[config.mk]
export PLATFORM = sky130hd
export DESIGN_NAME = window_minimizer_hash
export DESIGN_NICKNAME = d
export VERILOG_FILES = /design/src/design/wmh_pkg.sv /design/src/design/window_minimizer_hash.sv /design/src/design/wmh_front.sv /design/src/design/wmh_select.sv
export SDC_FILE = /design/constraint.sdc
export NUM_CORES = 1
export LEC_CHECK = 0
export ABC_AREA = 1
export BUFFER_PORTS_ARGS = -buffer_cell sky130_fd_sc_hd__buf_2
export CORE_MARGIN = 1
export CORE_UTILIZATION = 30
export CTS_CLUSTER_DIAMETER = 40
export DETAILED_ROUTE_END_ITERATION = 8
export PLACE_DENSITY = 0.51
export SYNTH_ARGS = -nofsm -noshare
export SYNTH_HDL_FRONTEND = slang
export SYNTH_SLANG_ARGS = --single-unit
[constraint.sdc]
create_clock -name clk -period 16.77 [get_ports clk]
set_input_delay 0.8385 -clock clk [delete_from_list [all_inputs] [get_ports clk]]
set_output_delay 0.8385 -clock clk [all_outputs]
set_load 0.02 [all_outputs]
[src/design/wmh_pkg.sv]
// Package for the window minimizer hash block: payload structs, stage record,
// register indexes and the masked integer hash. No dependencies.
`timescale 1ns / 1ps

package wmh_pkg;

  localparam int KMER_MAX   = 15;
  localparam int WINDOW_MAX = 255;

  localparam int KEY_W   = 2 * KMER_MAX;
  localparam int KLEN_W  = 4;
  localparam int WLEN_W  = 8;
  localparam int COUNT_W = 8;
  localparam int CFG_W   = 8;

  // Register indexes of the configuration port.
  localparam logic REG_KMER_LEN   = 1'b0;
  localparam logic REG_WINDOW_LEN = 1'b1;

  // Shift amounts of the hash rounds.
  localparam int SH_A = 21;
  localparam int SH_B = 24;
  localparam int SH_C = 3;
  localparam int SH_D = 8;
  localparam int SH_E = 14;
  localparam int SH_F = 2;
  localparam int SH_G = 4;
  localparam int SH_H = 28;

  typedef struct packed {
    logic [1:0] base;
    logic       start_of_window;
  } sample_t;

  typedef struct packed {
    logic [KEY_W-1:0] min_hash;
    logic             no_kmer;
  } result_t;

  // One accepted base as handed from the front stage to the select stage.
  typedef struct packed {
    logic [KEY_W-1:0] key;
    logic [KEY_W-1:0] mask;
    logic             start;
    logic             do_hash;
    logic             emit;
  } stage_t;

  // Invertible shift-add / xor-shift hash, every round kept to the k-mer mask.
  // The final step applies the k-mer mask once more.
  function automatic logic [KEY_W-1:0] wmh_hash(input logic [KEY_W-1:0] key,
                                                input logic [KEY_W-1:0] m);
    logic [KEY_W-1:0] x;
    x = key & m;
    x = (~x + (x << SH_A)) & m;
    x = x ^ (x >> SH_B);
    x = (x + (x << SH_C) + (x << SH_D)) & m;
    x = x ^ (x >> SH_E);
    x = (x + (x << SH_F) + (x << SH_G)) & m;
    x = x ^ (x >> SH_H);
    x = x & m;
    return x;
  endfunction

endpackage

[src/design/window_minimizer_hash.sv]
// Top level of the window minimizer hash: configuration registers, length
// limits and mask, and the two pipeline stages. Depends on wmh_pkg,
// wmh_front and wmh_select.
//
//   channel   direction  handshake                     payload
//   sample    in         sample_valid / sample_stall   sample_t (base, start_of_window)
//   result    out        result_valid / result_stall   result_t (min_hash, no_kmer)
//   config    in         cfg_we                        cfg_index, cfg_data
//
// One base request is taken every cycle while sample_stall is low; a window's result
// passes through the front stage register and then the result register.
// Reset (rst, synchronous) restores k = 12, window length 20, and an idle
// block waiting for a start mark.
// A stalled result holds only the next request that ends a window; bases
// that end no window keep flowing while the result waits.
`timescale 1ns / 1ps

module window_minimizer_hash import wmh_pkg::*; (
  input  logic              clk,
  input  logic              rst,
  input  logic              cfg_we,
  input  logic              cfg_index,
  input  logic [CFG_W-1:0]  cfg_data,
  input  logic              sample_valid,
  output logic              sample_stall,
  input  sample_t           sample,
  output logic              result_valid,
  input  logic              result_stall,
  output result_t           result
);

  logic [KLEN_W-1:0] kmer_len;
  logic [WLEN_W-1:0] window_len;

  logic [KLEN_W-1:0] k_eff;
  logic [WLEN_W-1:0] w_eff;
  logic [4:0]        two_k;
  logic [KEY_W-1:0]  mask;

  logic              stage_valid;
  logic              stage_take;
  stage_t            stage;

  // Configuration writes take effect on the next base.
  always_ff @(posedge clk) begin
    if (rst) begin
      kmer_len   <= KLEN_W'(12);
      window_len <= WLEN_W'(20);
    end else if (cfg_we) begin
      case (cfg_index)
        REG_KMER_LEN:   kmer_len   <= cfg_data[KLEN_W-1:0];
        REG_WINDOW_LEN: window_len <= cfg_data[WLEN_W-1:0];
        default: ;
      endcase
    end
  end

  // A zero length counts as one, and lengths past the limits are clamped.
  always_comb begin
    if (kmer_len == '0) begin
      k_eff = KLEN_W'(1);
    end else if (kmer_len > KLEN_W'(KMER_MAX)) begin
      k_eff = KLEN_W'(KMER_MAX);
    end else begin
      k_eff = kmer_len;
    end
    if (window_len == '0) begin
      w_eff = WLEN_W'(1);
    end else if (32'(window_len) > 32'(WINDOW_MAX)) begin
      w_eff = WLEN_W'(WINDOW_MAX);
    end else begin
      w_eff = window_len;
    end
    two_k = {k_eff, 1'b0};
    // Mask of 2k low bits.
    mask  = {KEY_W{1'b1}} >> (5'(KEY_W) - two_k);
  end

  wmh_front u_front (
    .clk          (clk),
    .rst          (rst),
    .sample_valid (sample_valid),
    .sample_stall (sample_stall),
    .sample       (sample),
    .k_eff        (k_eff),
    .w_eff        (w_eff),
    .mask         (mask),
    .stage_take   (stage_take),
    .stage_valid  (stage_valid),
    .stage        (stage)
  );

  wmh_select u_select (
    .clk          (clk),
    .rst          (rst),
    .stage_valid  (stage_valid),
    .stage        (stage),
    .stage_take   (stage_take),
    .result_valid (result_valid),
    .result_stall (result_stall),
    .result       (result)
  );

endmodule

[src/design/wmh_front.sv]
// Front stage: base shift register, window count and window state; hands a
// stage record to the select stage. Depends on wmh_pkg.
`timescale 1ns / 1ps

module wmh_front import wmh_pkg::*; (
  input  logic               clk,
  input  logic               rst,
  input  logic               sample_valid,
  output logic               sample_stall,
  input  sample_t            sample,
  input  logic [KLEN_W-1:0]  k_eff,
  input  logic [WLEN_W-1:0]  w_eff,
  input  logic [KEY_W-1:0]   mask,
  input  logic               stage_take,
  output logic               stage_valid,
  output stage_t             stage
);

  logic [KEY_W-1:0]   kmer_shift;
  logic [COUNT_W-1:0] base_count;
  logic               window_done;

  logic               accept;
  logic               live;
  logic [KEY_W-1:0]   kmer_shift_next;
  logic [COUNT_W-1:0] base_count_next;
  logic               do_hash;
  logic               emit;

  assign sample_stall = stage_valid && !stage_take;
  assign accept       = sample_valid && !sample_stall;
  // A base without a start mark while idle is dropped.
  assign live         = sample.start_of_window || !window_done;

  always_comb begin
    kmer_shift_next = {kmer_shift[KEY_W-3:0], sample.base};
    if (sample.start_of_window) begin
      base_count_next = COUNT_W'(1);
    end else if (base_count != {COUNT_W{1'b1}}) begin
      base_count_next = base_count + COUNT_W'(1);
    end else begin
      base_count_next = base_count;
    end
    do_hash = base_count_next >= COUNT_W'(k_eff);
    emit    = base_count_next >= COUNT_W'(w_eff);
  end

  always_ff @(posedge clk) begin
    if (rst) begin
      kmer_shift  <= '0;
      base_count  <= '0;
      window_done <= 1'b1;
      stage_valid <= 1'b0;
    end else begin
      if (accept && live) begin
        kmer_shift  <= kmer_shift_next;
        base_count  <= base_count_next;
        window_done <= emit;
        stage_valid <= 1'b1;
      end else if (stage_take) begin
        stage_valid <= 1'b0;
      end
    end
  end

  always_ff @(posedge clk) begin
    if (accept && live) begin
      stage.key     <= kmer_shift_next & mask;
      stage.mask    <= mask;
      stage.start   <= sample.start_of_window;
      stage.do_hash <= do_hash;
      stage.emit    <= emit;
    end
  end

endmodule

[src/design/wmh_select.sv]
// Select stage: hashes the k-mer, keeps the running minimum and holds the
// result register. Depends on wmh_pkg.
`timescale 1ns / 1ps

module wmh_select import wmh_pkg::*; (
  input  logic    clk,
  input  logic    rst,
  input  logic    stage_valid,
  input  stage_t  stage,
  output logic    stage_take,
  output logic    result_valid,
  input  logic    result_stall,
  output result_t result
);

  localparam logic [KEY_W:0] BEST_NONE = {(KEY_W+1){1'b1}};

  logic [KEY_W:0]   best_hash;
  logic [KEY_W:0]   best_hash_next;
  logic [KEY_W-1:0] h;
  logic [KEY_W-1:0] h_zero;

  // Only a record that emits has to wait for the result register.
  assign stage_take = stage_valid && !(result_valid && result_stall && stage.emit);

  always_comb begin
    h      = wmh_hash(stage.key, stage.mask);
    h_zero = wmh_hash('0, stage.mask);
    best_hash_next = stage.start ? BEST_NONE : best_hash;
    if (stage.do_hash && ({1'b0, h} < best_hash_next)) begin
      best_hash_next = {1'b0, h};
    end
  end

  always_ff @(posedge clk) begin
    if (rst) begin
      best_hash    <= BEST_NONE;
      result_valid <= 1'b0;
    end else begin
      if (stage_take) begin
        best_hash <= best_hash_next;
      end
      if (stage_take && stage.emit) begin
        result_valid <= 1'b1;
      end else if (!result_stall) begin
        result_valid <= 1'b0;
      end
    end
  end

  always_ff @(posedge clk) begin
    if (stage_take && stage.emit) begin
      if (best_hash_next == BEST_NONE) begin
        result.min_hash <= h_zero;
        result.no_kmer  <= 1'b1;
      end else begin
        result.min_hash <= best_hash_next[KEY_W-1:0];
        result.no_kmer  <= 1'b0;
      end
    end
  end

endmodule

; Word level (Yosys, flattened, before mapping)
; Cells that the tools add are included.
[word_totals]
regBits = 176
input_bits = 17
[op_classes]
order_cmp = 4
muxes = 12
shifts = 1
eq_ne = 3
bitwise_logic = 17
reduce_logical = 18
n_addsub = 11
[op_table]
columns = operator, count
row1 = 30-bit adder, 9
row2 = 30-bit AND, 9
row3 = 31-bit two-way mux, 3
row4 = 30-bit by 16-bit XOR with 30-bit output, 2
row5 = 30-bit by 2-bit XOR with 30-bit output, 2
row6 = 30-bit by 6-bit XOR with 30-bit output, 2
row7 = 31-bit equality test (second input constant), 1
row8 = 30-bit by 31-bit less-than comparator with 1-bit output, 1
row9 = 30-bit inverter, 1
row10 = 30-bit by 5-bit right shift with 30-bit output (first input constant), 1
row11 = 8-bit two-way mux, 3
row12 = 8-bit by 1-bit adder with 8-bit output (second input constant), 1
row13 = 8-bit by 4-bit >= comparator with 1-bit output, 1
row14 = 8-bit >= comparator, 1
row15 = 1-bit logical AND, 8
row16 = 8-bit logical NOT, 1
row17 = 4-bit two-way mux, 2
row18 = 8-bit inequality test (second input constant), 1
row19 = 5-bit subtractor (first input constant), 1
row20 = 4-bit greater-than comparator (second input constant), 1
row21 = 1-bit logical NOT, 4
row22 = 4-bit logical NOT, 1
row23 = 1-bit two-way mux, 4
row24 = 2-bit AND reduction, 2
row25 = 4 further kinds, 4

; Logic depth before layout (Yosys ltp)
[depth]
ltp_word = 19
ltp_mapped = 82
depth_no_buf = 79

; By module
; From an unflattened synthesis, not the netlist that was laid out.
[hier_totals]
hier_cells = 2468
hier_area_um2 = 17671.9
[by_module_without_submodules]
columns = module, seq_area_each_um2, area_per_inst_um2, cells_each, n_inst
row1 = wmh_select, 1571.5, 13005.0, 1973, 1
row2 = wmh_front, 2652.5, 4048.9, 394, 1
row3 = window_minimizer_hash, 240.2, 618.1, 101, 1

; Worst setup path before layout
; Ideal clock, no wire load.
[synth_path]
kind = register to register
from = reg u_front.stage[28] (netlist name)
to = reg u_select.result[22] (netlist name)
t_required_ns = 16.518
arrival_ns = 9.621
synth_period_minus_slack_ns = 9.873
stages_incl_launch_ff = 64
slack_ns = 6.897
path_buffers = 3
cell_sequence = edfxtp_1 -> buf_1 -> nand2_1 -> ha_1 -> or2_1 -> nand2_1 -> inv_1 -> a31oi_1 -> o21ai_0 -> a21o_1 -> xnor2_1 -> inv_1 -> fa_1 -> inv_1 -> ha_1 -> nand2_1 -> nand2_1 -> a21oi_1 -> [28 not listed] -> a21oi_1 -> ha_1 -> nand4_1 -> nor3_1 -> nand2_1 -> o2111ai_1 -> a41oi_1 -> clkbuf_1 -> nand3_1 -> nand2_1 -> nand2_1 -> nor2_1 -> nand2_1 -> nor2_4 -> nand2_2 -> buf_6 -> nand2_1 -> nand2_1
[synth_between]
elab_chain_len = 19
word_cells_on_any_way = 29
[synth_rtl]
columns = item, line_no
row1 = 30-bit AND, wmh_pkg.sv:54  ; x = key & m;
row2 = 30-bit inverter, wmh_pkg.sv:55  ; x = (~x + (x << SH_A)) & m;
row3 = 30-bit adder, wmh_pkg.sv:55
row4 = 30-bit AND, wmh_pkg.sv:55
row5 = 30-bit by 6-bit XOR with 30-bit output, wmh_pkg.sv:56  ; x = x ^ (x >> SH_B);
row6 = 30-bit adder (2 in a row), wmh_pkg.sv:57  ; x = (x + (x << SH_C) + (x << SH_D)) & m;
row7 = 30-bit AND, wmh_pkg.sv:57
row8 = 30-bit by 16-bit XOR with 30-bit output, wmh_pkg.sv:58  ; x = x ^ (x >> SH_E);
row9 = 30-bit adder (2 in a row), wmh_pkg.sv:59  ; x = (x + (x << SH_F) + (x << SH_G)) & m;
row10 = 30-bit AND, wmh_pkg.sv:59
row11 = 30-bit by 2-bit XOR with 30-bit output, wmh_pkg.sv:60  ; x = x ^ (x >> SH_H);
row12 = 30-bit AND, wmh_pkg.sv:61  ; x = x & m;
row13 = 30-bit by 31-bit less-than comparator with 1-bit output, wmh_select.sv:30  ; if (stage.do_hash && ({1'b0, h} < best_hash_next)) begin
row14 = 1-bit logical AND, wmh_select.sv:30
row15 = 31-bit two-way mux, wmh_select.sv:30
row16 = 31-bit equality test, wmh_select.sv:53  ; if (best_hash_next == BEST_NONE) begin
row17 = 31-bit two-way mux (*), wmh_select.sv:53
; Mark *: on every way between the ends. The rest lies on a longest branch, timed or not.
; A chain may end at the register's enable or synchronous reset.

; Worst setup path after layout
[layout_path]
from = reg u_front.stage[26] (netlist name)
to = reg u_select.result[11] (netlist name)
[layout_between]
elab_chain_len = 19
word_cells_on_any_way = 29
[layout_rtl]
columns = item, line_no
row1 = 30-bit AND, wmh_pkg.sv:54
row2 = 30-bit inverter, wmh_pkg.sv:55
row3 = 30-bit adder, wmh_pkg.sv:55
row4 = 30-bit AND, wmh_pkg.sv:55
row5 = 30-bit by 6-bit XOR with 30-bit output, wmh_pkg.sv:56
row6 = 30-bit adder (2 in a row), wmh_pkg.sv:57
row7 = 30-bit AND, wmh_pkg.sv:57
row8 = 30-bit by 16-bit XOR with 30-bit output, wmh_pkg.sv:58
row9 = 30-bit adder (2 in a row), wmh_pkg.sv:59
row10 = 30-bit AND, wmh_pkg.sv:59
row11 = 30-bit by 2-bit XOR with 30-bit output, wmh_pkg.sv:60
row12 = 30-bit AND, wmh_pkg.sv:61
row13 = 30-bit by 31-bit less-than comparator with 1-bit output, wmh_select.sv:30
row14 = 1-bit logical AND, wmh_select.sv:30
row15 = 31-bit two-way mux, wmh_select.sv:30
row16 = 31-bit equality test, wmh_select.sv:53
row17 = 31-bit two-way mux (*), wmh_select.sv:53
; Marked as above.

==> metrics.txt <==
outcome=finished clean; final setup TNS=0 ps; die width=240.8 um; Main synth FF type=dfxtp_1; clock root buffer master=clkbuf_16; DRT Pass-1 Iters=5; number of cells on the critical path=60; reg2reg path depth=60; ANT nets after route=0; first-pass GRT wire length=85990 um; critical path peak fanout=31; clock buffer depth=2; Num CTS Buffers=17; via-per-instance ratio=4.871; HPWL after detailed placement=45830 um; Slew HR=21.34%; I/O Pins=50; Fmax achieved=78.21 MHz; worst slew pin tran=1179 ps; startpoint types=flip-flop; Placer Congestion=0.9526; initial antenna violation count=1; final worst slack=3984 ps; via count=15.75k; Hold Fails Final Rpt=0; Total Wirelength=55920 um; DRC=0; cell count after synthesis=2436; GRT overflow=0; CTS tree=yes; # rows=87; EDFF count, synth=79; Yosys cell types=55; cts repair resizes=0; Final nets=2745; fraction of layout cells with a size suffix above 1=5.369%; Post-synth ARST share=0%; maxcap violations=0; most instantiated cells after synthesis=nand2_1, inv_1, nor2_1; I/O Buffers=49; Final Max Tran Viols=0; post-CTS setup buffer count=0; CP Class=reg2reg; hold depth=2; vias in the first global route=15.06k; die height=240.8 um; DR WL/cell=17.29 um; setup violators final=0; number of H-tree levels=4; Seq/Total Area, Yosys=23.46%; Synth Warn #=0; RSZ-0062 raised after global routing=false; Simple-Gate Fraction of Synth Area=25.18%; Synth Register Bits=161; Skew-Pair Late Insertion Delay=450 ps; post-synthesis compound-gate area fraction=13.43%; Finished Cell Area=18690 um2; CTS clk-pin slew, worst paths=70 ps; Critical Path Max Stage Delay=880 ps; main combinational cell family by area after synthesis=simple AND/OR/NAND/NOR gates; clock tree sinks=161; area share of fa/ha/maj cells after synthesis=23.43%; crit-path most repeated cell=nand2_1; Avg Cell Area, Syn=7.024 um2; hold_buf cts=0; Hold Path Class=reg2reg; core area=56390 um2; first-iteration detailed-routing DRC count=1045; Mapped Area=17110 um2; full die area=57990 um2; largest net degree at the start of global routing=49; Worst Path Required=16960 ps; Crit path max-delay family=simple AND/OR/NAND/NOR gates; top post-synthesis cells by area=edfxtp_1, nand2_1, ha_1; largest area contributor in the netlist=edfxtp_1; Setup Skew=18.46 ps; syn nets=2717; mux share of post-synthesis cell area=0%; Worst path slowest cell=nor3_1; crit path buf inv count=6; pre-CTS setup slack=4175 ps; Area after DPL=18130 um2; xor and xnor area share after synthesis=3.583%; Worst setup EP type=flip-flop; Arr. time, crit path=12980 ps; count leader, synth=nand2_1; GRT Total Usage=19.53%; Synth top area share=13.86%; Min Clock Period, post-route=12790 ps; fin crit share=76.24%; # placed instances=3201; Starting Density=30.34%; Area growth, synth to finish=9.229%; post-route insts no fill=3234
[worst min-delay path: cells and delay by family, from the launching register on]
kind | cells | cell delay [ps]
and+or+nand+nor | 1 | 50
AOI/OAI and AO/OA | 1 | 60
DFF | 1 | 330
[cell usage in the layout, fill, tap and decap left out, types with 7 or more instances in the layout]
cell	count
buf_4	16
o21ai_0	129
nand4_1	15
buf_2	49
inv_1	409
nor4_1	9
xnor2_1	26
a31oi_1	14
nor2_1	258
xor2_1	44
nand3_1	127
o21bai_1	9
edfxtp_1	79
dfxtp_1	82
clkbuf_16	17
nor3_1	14
nand2_1	579
a21oi_1	221
o211ai_1	7
or2_2	14
a21boi_0	9
fa_1	94
ha_1	170
a21o_1	8
[metrics by stage]
| step | utilization (%) | hold slack [ps] |
|---|---|---|
| floorplan | - | 432.7 |
| global placement | 32.16 | 450.4 |
| detailed placement | 32.16 | 454.0 |
| CTS | 33.14 | 472.8 |
| global route | 33.14 | 482.9 |
| finish | 33.14 | 469.1 |
[final cells by class]
class	instances	area [um2]
fillers	6219	37700
multi-input cells	1801	11240
flip-flops and latches	161	4014
inverters	418	1569
well taps	756	945.9
clock buffers	19	452.9
repair buffers	65	365.4
clock inverters	13	101.3
diodes	1	2.502
[cells by family (layout without fill, tap and decap cells)]
logic type	after synthesis	after routing
buffers and inverters	474	515
and+or+nand+nor	1043	1043
DFF	161	161
AOI/OAI and AO/OA	423	423
adders and majority gates	264	264
other	1	2
xor gates and xnor gates	70	70
[routing by layer]
metal,up-vias,part of all wire (%),global-route usage (%)
met3,63,4.8,2.562
li1,7900,-,-
met4,0,2.2,4.833
met1,7413,47,26.18
met5,-,0,0
met2,376,46,33.05
[flip-flops by register name, summed over array words and instances, names as in the netlist]
name / count
u_front.stage: 48
u_select.result_valid: 1
u_front.kmer_shift: 28
u_front.window_done: 1
u_front.stage_valid: 1
kmer_len: 4
u_select.best_hash: 31
u_select.result: 31
window_len: 8
u_front.base_count: 8
[final timing paths]
path                              start                    end  slack (ps)
setup / recovery      u_front.stage[26]    u_select.result[11]        3980
hold / removal    u_select.best_hash[0]  u_select.best_hash[0]         470
setup reg to reg      u_front.stage[26]    u_select.result[11]        3980
hold reg to reg   u_select.best_hash[0]  u_select.best_hash[0]         470
Power is not shown: default switching activity piles up to over one toggle a cycle in this logic, so the estimate is an artifact.
